`src/rtl/core/socd_pkg.sv`:
```
// Package for the serial output command decoder: recognizer phase types,
// command characters and the status reply text. No dependencies.
`default_nettype none

package socd_pkg;

  // Command characters
  localparam logic [7:0] CH_STAR = 8'h2A;
  localparam logic [7:0] CH_SET  = 8'h41;
  localparam logic [7:0] CH_QRY  = 8'h57;
  localparam logic [7:0] CH_CR   = 8'h0D;

  // Status reply "*W--108" plus CR
  localparam int unsigned REPLY_LEN = 8;
  localparam logic [2:0] REPLY_LAST = 3'(REPLY_LEN - 1);

  // Set command recognizer: '*','A',channel,level,CR
  typedef enum logic [2:0] {
    SET_IDLE  = 3'd0,
    SET_STAR  = 3'd1,
    SET_CHAN  = 3'd2,
    SET_LEVEL = 3'd3,
    SET_TERM  = 3'd4
  } set_phase_t;

  // Query command recognizer: '*','W',CR
  typedef enum logic [1:0] {
    QRY_IDLE = 2'd0,
    QRY_STAR = 2'd1,
    QRY_TERM = 2'd2
  } query_phase_t;

  function automatic logic [7:0] reply_byte(input logic [2:0] idx);
    logic [7:0] b;
    case (idx)
      3'd0:    b = 8'h2A;
      3'd1:    b = 8'h57;
      3'd2:    b = 8'h2D;
      3'd3:    b = 8'h2D;
      3'd4:    b = 8'h31;
      3'd5:    b = 8'h30;
      3'd6:    b = 8'h38;
      default: b = 8'h0D;
    endcase
    return b;
  endfunction

endpackage

`default_nettype wire

```
`src/rtl/core/serial_output_command_decoder.sv`:
```
// Serial output command decoder, top level.
// Depends on socd_pkg.
`default_nettype none

// Takes one received byte per beat on the input channel and returns, per
// byte, one output beat carrying the six output bits (tx_valid low, last
// high), or, when the byte completes a "*W" CR status query while tx_ready
// is high, eight beats carrying the reply "*W--108" CR with last on the CR.
// Both recognizers update in the same cycle a byte is accepted, and the
// result sits in an output register, so a byte is accepted every cycle the
// output side takes its beat; a status reply occupies the output register
// for eight beats, during which the input is stalled. Output bits
// reset to zero.
module serial_output_command_decoder (
  input  wire logic       clk,
  input  wire logic       rst,
  // input channel
  input  wire logic       in_valid,
  output logic            in_stall,
  input  wire logic [7:0] rx_byte,
  input  wire logic       tx_ready,
  // output channel
  output logic            out_valid,
  input  wire logic       out_stall,
  output logic [5:0]      out_bits,
  output logic            tx_valid,
  output logic [7:0]      tx_byte,
  output logic            last
);
  import socd_pkg::*;

  set_phase_t   set_phase, set_phase_next;
  query_phase_t query_phase, query_phase_next;
  logic [3:0]   sel_channel, sel_channel_next;
  logic         pending_level, pending_level_next;
  logic [5:0]   out_reg, out_reg_next;
  logic         reply_mode;
  logic [2:0]   beat_idx;

  logic         in_acc, out_take, fire;
  logic [1:0]   ch_off;

  // Handshake
  assign out_take = out_valid && !out_stall;
  assign in_stall = out_valid && !(out_take && last);
  assign in_acc   = in_valid && !in_stall;

  // Recognizer next state
  always_comb begin
    set_phase_next     = SET_IDLE;
    sel_channel_next   = sel_channel;
    pending_level_next = pending_level;
    case (set_phase)
      SET_STAR:  set_phase_next = (rx_byte == CH_SET) ? SET_CHAN : SET_IDLE;
      SET_CHAN: begin
        sel_channel_next = rx_byte[3:0];
        set_phase_next   = SET_LEVEL;
      end
      SET_LEVEL: begin
        pending_level_next = rx_byte[0];
        set_phase_next     = SET_TERM;
      end
      SET_TERM:  set_phase_next = SET_IDLE;
      default:   set_phase_next = (rx_byte == CH_STAR) ? SET_STAR : SET_IDLE;
    endcase

    query_phase_next = QRY_IDLE;
    case (query_phase)
      QRY_STAR: query_phase_next = (rx_byte == CH_QRY) ? QRY_TERM : QRY_IDLE;
      QRY_TERM: query_phase_next = QRY_IDLE;
      default:  query_phase_next = (rx_byte == CH_STAR) ? QRY_STAR : QRY_IDLE;
    endcase
  end

  // Recognizer outputs: output bit update and reply trigger
  always_comb begin
    // pair value: low two bits of channel minus two, same for both groups
    ch_off       = sel_channel[1:0] - 2'd2;
    out_reg_next = out_reg;
    if (set_phase == SET_TERM && rx_byte == CH_CR) begin
      case (sel_channel)
        4'd0:                      out_reg_next[0]   = pending_level;
        4'd1:                      out_reg_next[1]   = pending_level;
        4'd2, 4'd3, 4'd4, 4'd5:    out_reg_next[3:2] = ch_off;
        4'd6, 4'd7, 4'd8, 4'd9:    out_reg_next[5:4] = ch_off;
        default:                   out_reg_next      = out_reg;
      endcase
    end
    fire = (query_phase == QRY_TERM) && (rx_byte == CH_CR) && tx_ready;
  end

  // Recognizer state and output bits
  always_ff @(posedge clk) begin
    if (rst) begin
      set_phase     <= SET_IDLE;
      query_phase   <= QRY_IDLE;
      sel_channel   <= '0;
      pending_level <= 1'b0;
      out_reg       <= '0;
    end else if (in_acc) begin
      set_phase     <= set_phase_next;
      query_phase   <= query_phase_next;
      sel_channel   <= sel_channel_next;
      pending_level <= pending_level_next;
      out_reg       <= out_reg_next;
    end
  end

  // Output beat register and reply sequencing
  always_ff @(posedge clk) begin
    if (rst) begin
      out_valid  <= 1'b0;
      reply_mode <= 1'b0;
      beat_idx   <= '0;
    end else if (in_acc) begin
      out_valid  <= 1'b1;
      reply_mode <= fire;
      beat_idx   <= '0;
    end else if (out_take) begin
      if (last) begin
        out_valid <= 1'b0;
      end else begin
        beat_idx <= beat_idx + 3'd1;
      end
    end
  end

  // Output payload
  assign out_bits = out_reg;
  assign tx_valid = reply_mode;
  assign tx_byte  = reply_mode ? reply_byte(beat_idx) : 8'h00;
  assign last     = !reply_mode || (beat_idx == REPLY_LAST);

endmodule

`default_nettype wire

```
`config.mk`:
```
export PLATFORM = sky130hd
export DESIGN_NAME = serial_output_command_decoder
export DESIGN_NICKNAME = d
export VERILOG_FILES = /design/src/rtl/core/socd_pkg.sv /design/src/rtl/core/serial_output_command_decoder.sv
export SDC_FILE = /design/constraint.sdc
export NUM_CORES = 1
export LEC_CHECK = 0
export ABC_AREA = 1
export ABC_CLOCK_PERIOD_IN_PS = 2300
export BUFFER_PORTS_ARGS = -buffer_cell sky130_fd_sc_hd__buf_4
export CORE_MARGIN = 2
export CORE_UTILIZATION = 43
export DETAILED_ROUTE_END_ITERATION = 6
export PLACE_DENSITY = 0.78
export SYNTH_ARGS = -nofsm -noshare
export SYNTH_HDL_FRONTEND = slang
export SYNTH_SLANG_ARGS = --single-unit
```
`constraint.sdc`:
```
create_clock -name clk -period 2.3 [get_ports clk]
set_clock_uncertainty 0.15 [all_clocks]
set_input_delay 0.23 -clock clk [delete_from_list [all_inputs] [get_ports clk]]
set_output_delay 0.23 -clock clk [all_outputs]
set_load 0.01 [all_outputs]
```
=== Word level (Yosys, flattened, before mapping) ===
Index checks and enable logic that the tools add are counted.

* Add/subtract/negate cells: 2
* Equality and inequality tests: 26
* Bitwise gates (word level): 1
* Muxes and demuxes: 11
* Reductions and logical operators: 28

{| class="wikitable"
|+ Operators with widths
! kind !! count
|-
| one-hot mux 7 bit (6 select lines) || 1
|-
| equality test 4 x 3 -> 1 bit, second input constant || 4
|-
| equality test 8 x 7 -> 1 bit, second input constant || 2
|-
| equality test 3 bit, second input constant || 5
|-
| equality test 3 x 2 -> 1 bit, second input constant || 4
|-
| one-hot mux 3 bit (4 select lines) || 1
|-
| AND reduction 3 bit || 4
|-
| equality test 4 x 2 -> 1 bit, second input constant || 2
|-
| equality test 4 bit, second input constant || 2
|-
| equality test 8 x 4 -> 1 bit, second input constant || 1
|-
| equality test 8 x 6 -> 1 bit, second input constant || 1
|-
| 2-to-1 mux 8 bit || 1
|-
| AND reduction 2 bit || 4
|-
| OR reduction 4 bit || 2
|-
| logical AND 1 bit || 7
|-
| equality test 3 x 1 -> 1 bit, second input constant || 2
|-
| 2-to-1 mux 1 bit || 5
|-
| equality test 4 x 1 -> 1 bit, second input constant || 1
|-
| zero test 1 bit || 4
|-
| zero test 4 bit || 1
|-
| 2-to-1 mux 2 bit || 2
|-
| one-hot mux 2 bit (2 select lines) || 1
|-
| nonzero test 2 bit || 2
|-
| OR reduction 2 bit || 2
|-
| 7 further kinds || 7
|}

* Output and inout port bits: 18
* Logic and storage cells: 79
* Input port bits: 13
* Flip-flop bits (word level): 21

=== Longest topological paths before layout ===
* Depth after elaboration: 9
* Gate-level depth with buffers: 9
* Mapped depth without buffers: 9

=== Least setup slack after synthesis ===
OpenSTA, ideal clock, no wires.

* Kind: register to register
* From: register beat_idx[0]
* To: register beat_idx[2]
* Required time: 2.080 ns
* Setup slack: 0.611 ns
* Arrival time: 1.469 ns
* Stages on the path, launching flop included: 7
* Clock period less this slack: 1.689 ns
* Buffers on the path: 0
* Library setup time: 0.070 ns
* Path through: dfxtp_1 > ha_1 > ha_1 > nand3b_1 > or2_1 > or2_0 > a21oi_1

* Cells in the longest elaborated chain, start to end: 8
* Elaborated cells on any way between the ends: 11
* Classes of those cells: add/sub (1); eq/ne (1); bitwise (1); reduce/logical (8)

{| class="wikitable"
|+ RTL lines
! what !! line !! source
|-
| from (decl) || serial_output_command_decoder.sv:38 || <nowiki>logic [2:0] beat_idx;</nowiki>
|-
| from (signal assigned) || serial_output_command_decoder.sv:123 || <nowiki>beat_idx <= beat_idx + 3'd1;</nowiki>
|-
| equality test 3 bit || serial_output_command_decoder.sv:132 || <nowiki>assign last = !reply_mode || (beat_idx == REPLY_LAST);</nowiki>
|-
| logical OR 1 bit || serial_output_command_decoder.sv:132 ||
|-
| logical AND 1 bit || serial_output_command_decoder.sv:45 || <nowiki>assign in_stall = out_valid && !(out_take && last);</nowiki>
|-
| zero test 1 bit || serial_output_command_decoder.sv:45 ||
|-
| logical AND 1 bit || serial_output_command_decoder.sv:45 ||
|-
| zero test 1 bit || serial_output_command_decoder.sv:46 || <nowiki>assign in_acc = in_valid && !in_stall;</nowiki>
|-
| logical AND 1 bit || serial_output_command_decoder.sv:46 ||
|-
| OR reduction 2 bit (no line) || -- ||
|}

Parallel ways exist; a longest one is shown, timed or not.
A chain may end at the register's enable or synchronous reset.

=== Final worst setup path ===
* From: register beat_idx[0]
* To: output tx_byte[0]

* Cells in the longest elaborated chain, start to end: 4
* Elaborated cells on any way between the ends: 10
* Classes of those cells: eq/ne (6); mux (2); reduce/logical (2)

{| class="wikitable"
|+ RTL lines
! what !! line !! source
|-
| equality test 3 x 2 -> 1 bit || socd_pkg.sv:35 || <nowiki>case (idx)</nowiki>
|-
| OR reduction 2 bit (no line) || -- ||
|-
| one-hot mux 7 bit (6 select lines) * || socd_pkg.sv:35 ||
|-
| 2-to-1 mux 8 bit * || serial_output_command_decoder.sv:131 || <nowiki>assign tx_byte = reply_mode ? reply_byte(beat_idx) : 8'h00;</nowiki>
|-
| to (decl) || serial_output_command_decoder.sv:27 || <nowiki>output logic [7:0] tx_byte,</nowiki>
|}

Mark *: on every way between the ends. The rest lies on a longest branch, timed or not.

==> impl_results.md <==
* Via/cell ratio at 4.84
* Tcrit/Tclk final at 92.3%
* Slowest Stage Delay on Critical Path at 350 ps
* Hold crit path type: primary input to flop
* Initial Util at 45.2%
* Net Count, Synth at 205
* Chip width at 57.6 um
* Final Hold Fails at 0
* Minimum clock period at 2120 ps
* Clock Path Buffers at 2
* Synth warnings at 0
* Placed cell areas at 1470 um2
* Pre-CTS setup slack at 344 ps
* Reg2reg end: out_bits[4]
* Yosys reg bits at 21
* Synth cell types at 27
* First-pass DRT Iterations at 4
* Mapped Cells at 184
* TritonCTS Buffers at 3
* Fin cells at 247
* Largest net degree at the start of global routing at 14
* CP cell instances: ha_1, ha_1, a21oi_2, nand4_1, nand3_1, nand2_1, o31ai_1, buf_4
* CP Max Fanout at 4
* Initial DRC Count at 34
* RR Startpoint: beat_idx[1]
* Worst setup margin at 178 ps
* CTS tree: built
* Clk_lat worst skew at 310 ps
* Length in cells of the worst reg-to-reg path at 8
* Port Buffers at 29
* Maximum operating frequency at 471 MHz
* Antenna Violating Nets Remaining at 0
* WL final at 2.55 mm
* Slowest cell on crit path: dfxtp_2
* WS Path Type: flop to output port
* Sequential area share after synthesis at 34.0%
* Final instance area at 1520 um2
* Core area at 2730 um2
* Leak at 0.682 nW
* Layout cells sized above 1 at 20.4%
* Status: complete, no violations
* Final setup viols at 0
* Die H at 57.6 um
* Max_cap viols at 0
* Dpl cells at 241
* GPL Wtd Cong at 0.849
* Nets at 238
* Most used cell along the critical path: ha_1
* Avg Cell Area, Syn at 6.72 um2
* Max VDD drop at 262 uV
* # IOs at 31
* Max Slew Vio Count at 0
* Depth of the CTS H-tree at 1
* Power per cell area at 397 nW/um2
* WHS Path Cells at 3
* DR vias at 1195
* WP data required at 1920 ps
* Area Overhead vs Synth at 23.0%
* Number of diodes at 0
* RSZ-0062 raised after global routing: false
* Routed WL per cell at 10.3 um
* Setup TNS at 0 ps
* Source of the worst hold timing path: rx_byte[0]
* First-pass GRT wire length at 4.56 mm
* CP Launch Type: flop
* DP HPWL at 2.03 mm
* Die ar. at 3320 um2
* Root Driver: clkbuf_4
* Design Power at 0.603 mW
* Clock Pin Slew Worst Setup and Hold Paths at 120 ps
* Vias in the first global route at 1060
* Total GRT Usage at 16.8%
* Mapped cell area at 1240 um2
* DRC Markers at 0
* Row cnt at 19
* Hold Path End: sel_channel[0]
* Element type at the critical path end: output port
* Worst Path Arrival at 1740 ps
* Total grt overflow at 0
* Initial antenna violation count at 0
* R2r setup slk at 320 ps
* CTS sink cnt at 21
-- synthesized netlist by cell type (all sizes together) --
cell type  instances  area share (%)
o22ai              1            0.51
nand3             16             6.9
ha                 8             8.1
dfxtp             21              34
a31oi              1            0.51
nand4              3             1.5
nand2             28             8.7
nor3               4             1.6
inv               29             8.8
o31ai              1            0.61
nand3b             2             1.2
nor4               1            0.51
buf                3             2.1
nor2              29             9.4
o21ai             15             6.1
a21oi             18             7.6
conb               1            0.30
or2                3             1.5
-- cell usage in the layout, fill, tap and decap left out --
master and instances:
dfxtp_2 2, nor4_1 1, nor2_2 3, conb_1 1, nand2_2 1, dfxtp_1 19, nand3b_1 2, or2_2 1
a21oi_1 16, nand2_1 27, a21oi_2 2, inv_2 1, or2_0 1, nor3_1 4, clkinv_2 1, clkbuf_4 3
nand3_2 1, o21ai_1 2, ha_1 8, o22ai_1 1, nand3_1 15, nor2_1 26, o21ai_0 13, buf_4 29
nand4_1 3, a31oi_1 1, o31ai_1 1, inv_1 28, or2_1 1, dlygate4sd3_1 2
-- sequential cells by signal (all words and copies together), names as in the netlist --
name           cells
set_phase          3
out_valid          1
pending_level      1
query_phase        2
out_bits           6
tx_valid           1
sel_channel        4
beat_idx           3
-- cell type report --
| class | count | area [um2] |
|---|---|---|
| fill | 275 | 1210 |
| multi-input combinational | 131 | 684 |
| sequential | 21 | 423 |
| timing repair buffer | 31 | 238 |
| inverter | 29 | 109 |
| tap | 31 | 38.8 |
| clock buffer | 3 | 22.5 |
| clock inverter | 1 | 5.00 |
-- where the power goes --
group	internal, mW	switching (mW)	leakage (nW)
sequential	0.365	0.00108	0.170
clock	0.0650	0.118	0.0177
combinational	0.0247	0.0296	0.494
-- kinds of logic (layout without fill, tap and decap cells) --
group	count (synthesis)	in the layout	synth area share, %
AOI/OAI and AO/OA	36	36	15.3
adders and majority gates	8	8	8.10
buffers and inverters	32	64	10.9
DFF	21	21	34.0
other	1	1	0.303
and+or+nand+nor	86	86	31.4
-- critical path, delay by kind of cell, from the launching register on --
kind | cells | cell delay (ps)
simple gates | 3 | 270
fa+ha+maj | 2 | 440
buf+inv | 1 | 160
flops | 1 | 350
compound gates | 2 | 220
-- worst max-delay path by stage --
| stage | startpoint | to | cells after the start |
|---|---|---|---|
| 6_report | beat_idx[0] | tx_byte[0] | 8 |
| 5_1_grt | beat_idx[1] | tx_byte[0] | 8 |
| 4_1_cts | beat_idx[2] | tx_byte[0] | 8 |
| 3_5_place_dp | beat_idx[0] | out_bits[0] | 8 |
| 3_3_place_gp | beat_idx[0] | out_bits[0] | 8 |
| 2_1_floorplan | beat_idx[0] | beat_idx[2] | 6 |
-- metrics by stage --
step                util, %  hold slack (ps)
floorplan                 -              142
finish                 55.6             25.5
detailed placement     53.6              286
global placement       53.6              287
global route           55.6             34.4
CTS                    55.4             25.0
-- what timing repair did --
| action | in CTS | in global routing |
|---|---|---|
| hold buffers | 2 | 0 |
| gates resized for setup | 0 | 4 |
| endpoints found under the setup margin | 0 | 2 |
| hold endpoints to repair | 3 | 0 |
| buffers inserted | 0 | 0 |
-- metal layers --
metal	GRT usage (%)	wire, um
met5	0	0
met4	5.32	33
met3	2.23	137
met2	25.5	1060
met1	24.9	1320
No activity file was read; power rests on OpenSTA's default activity.
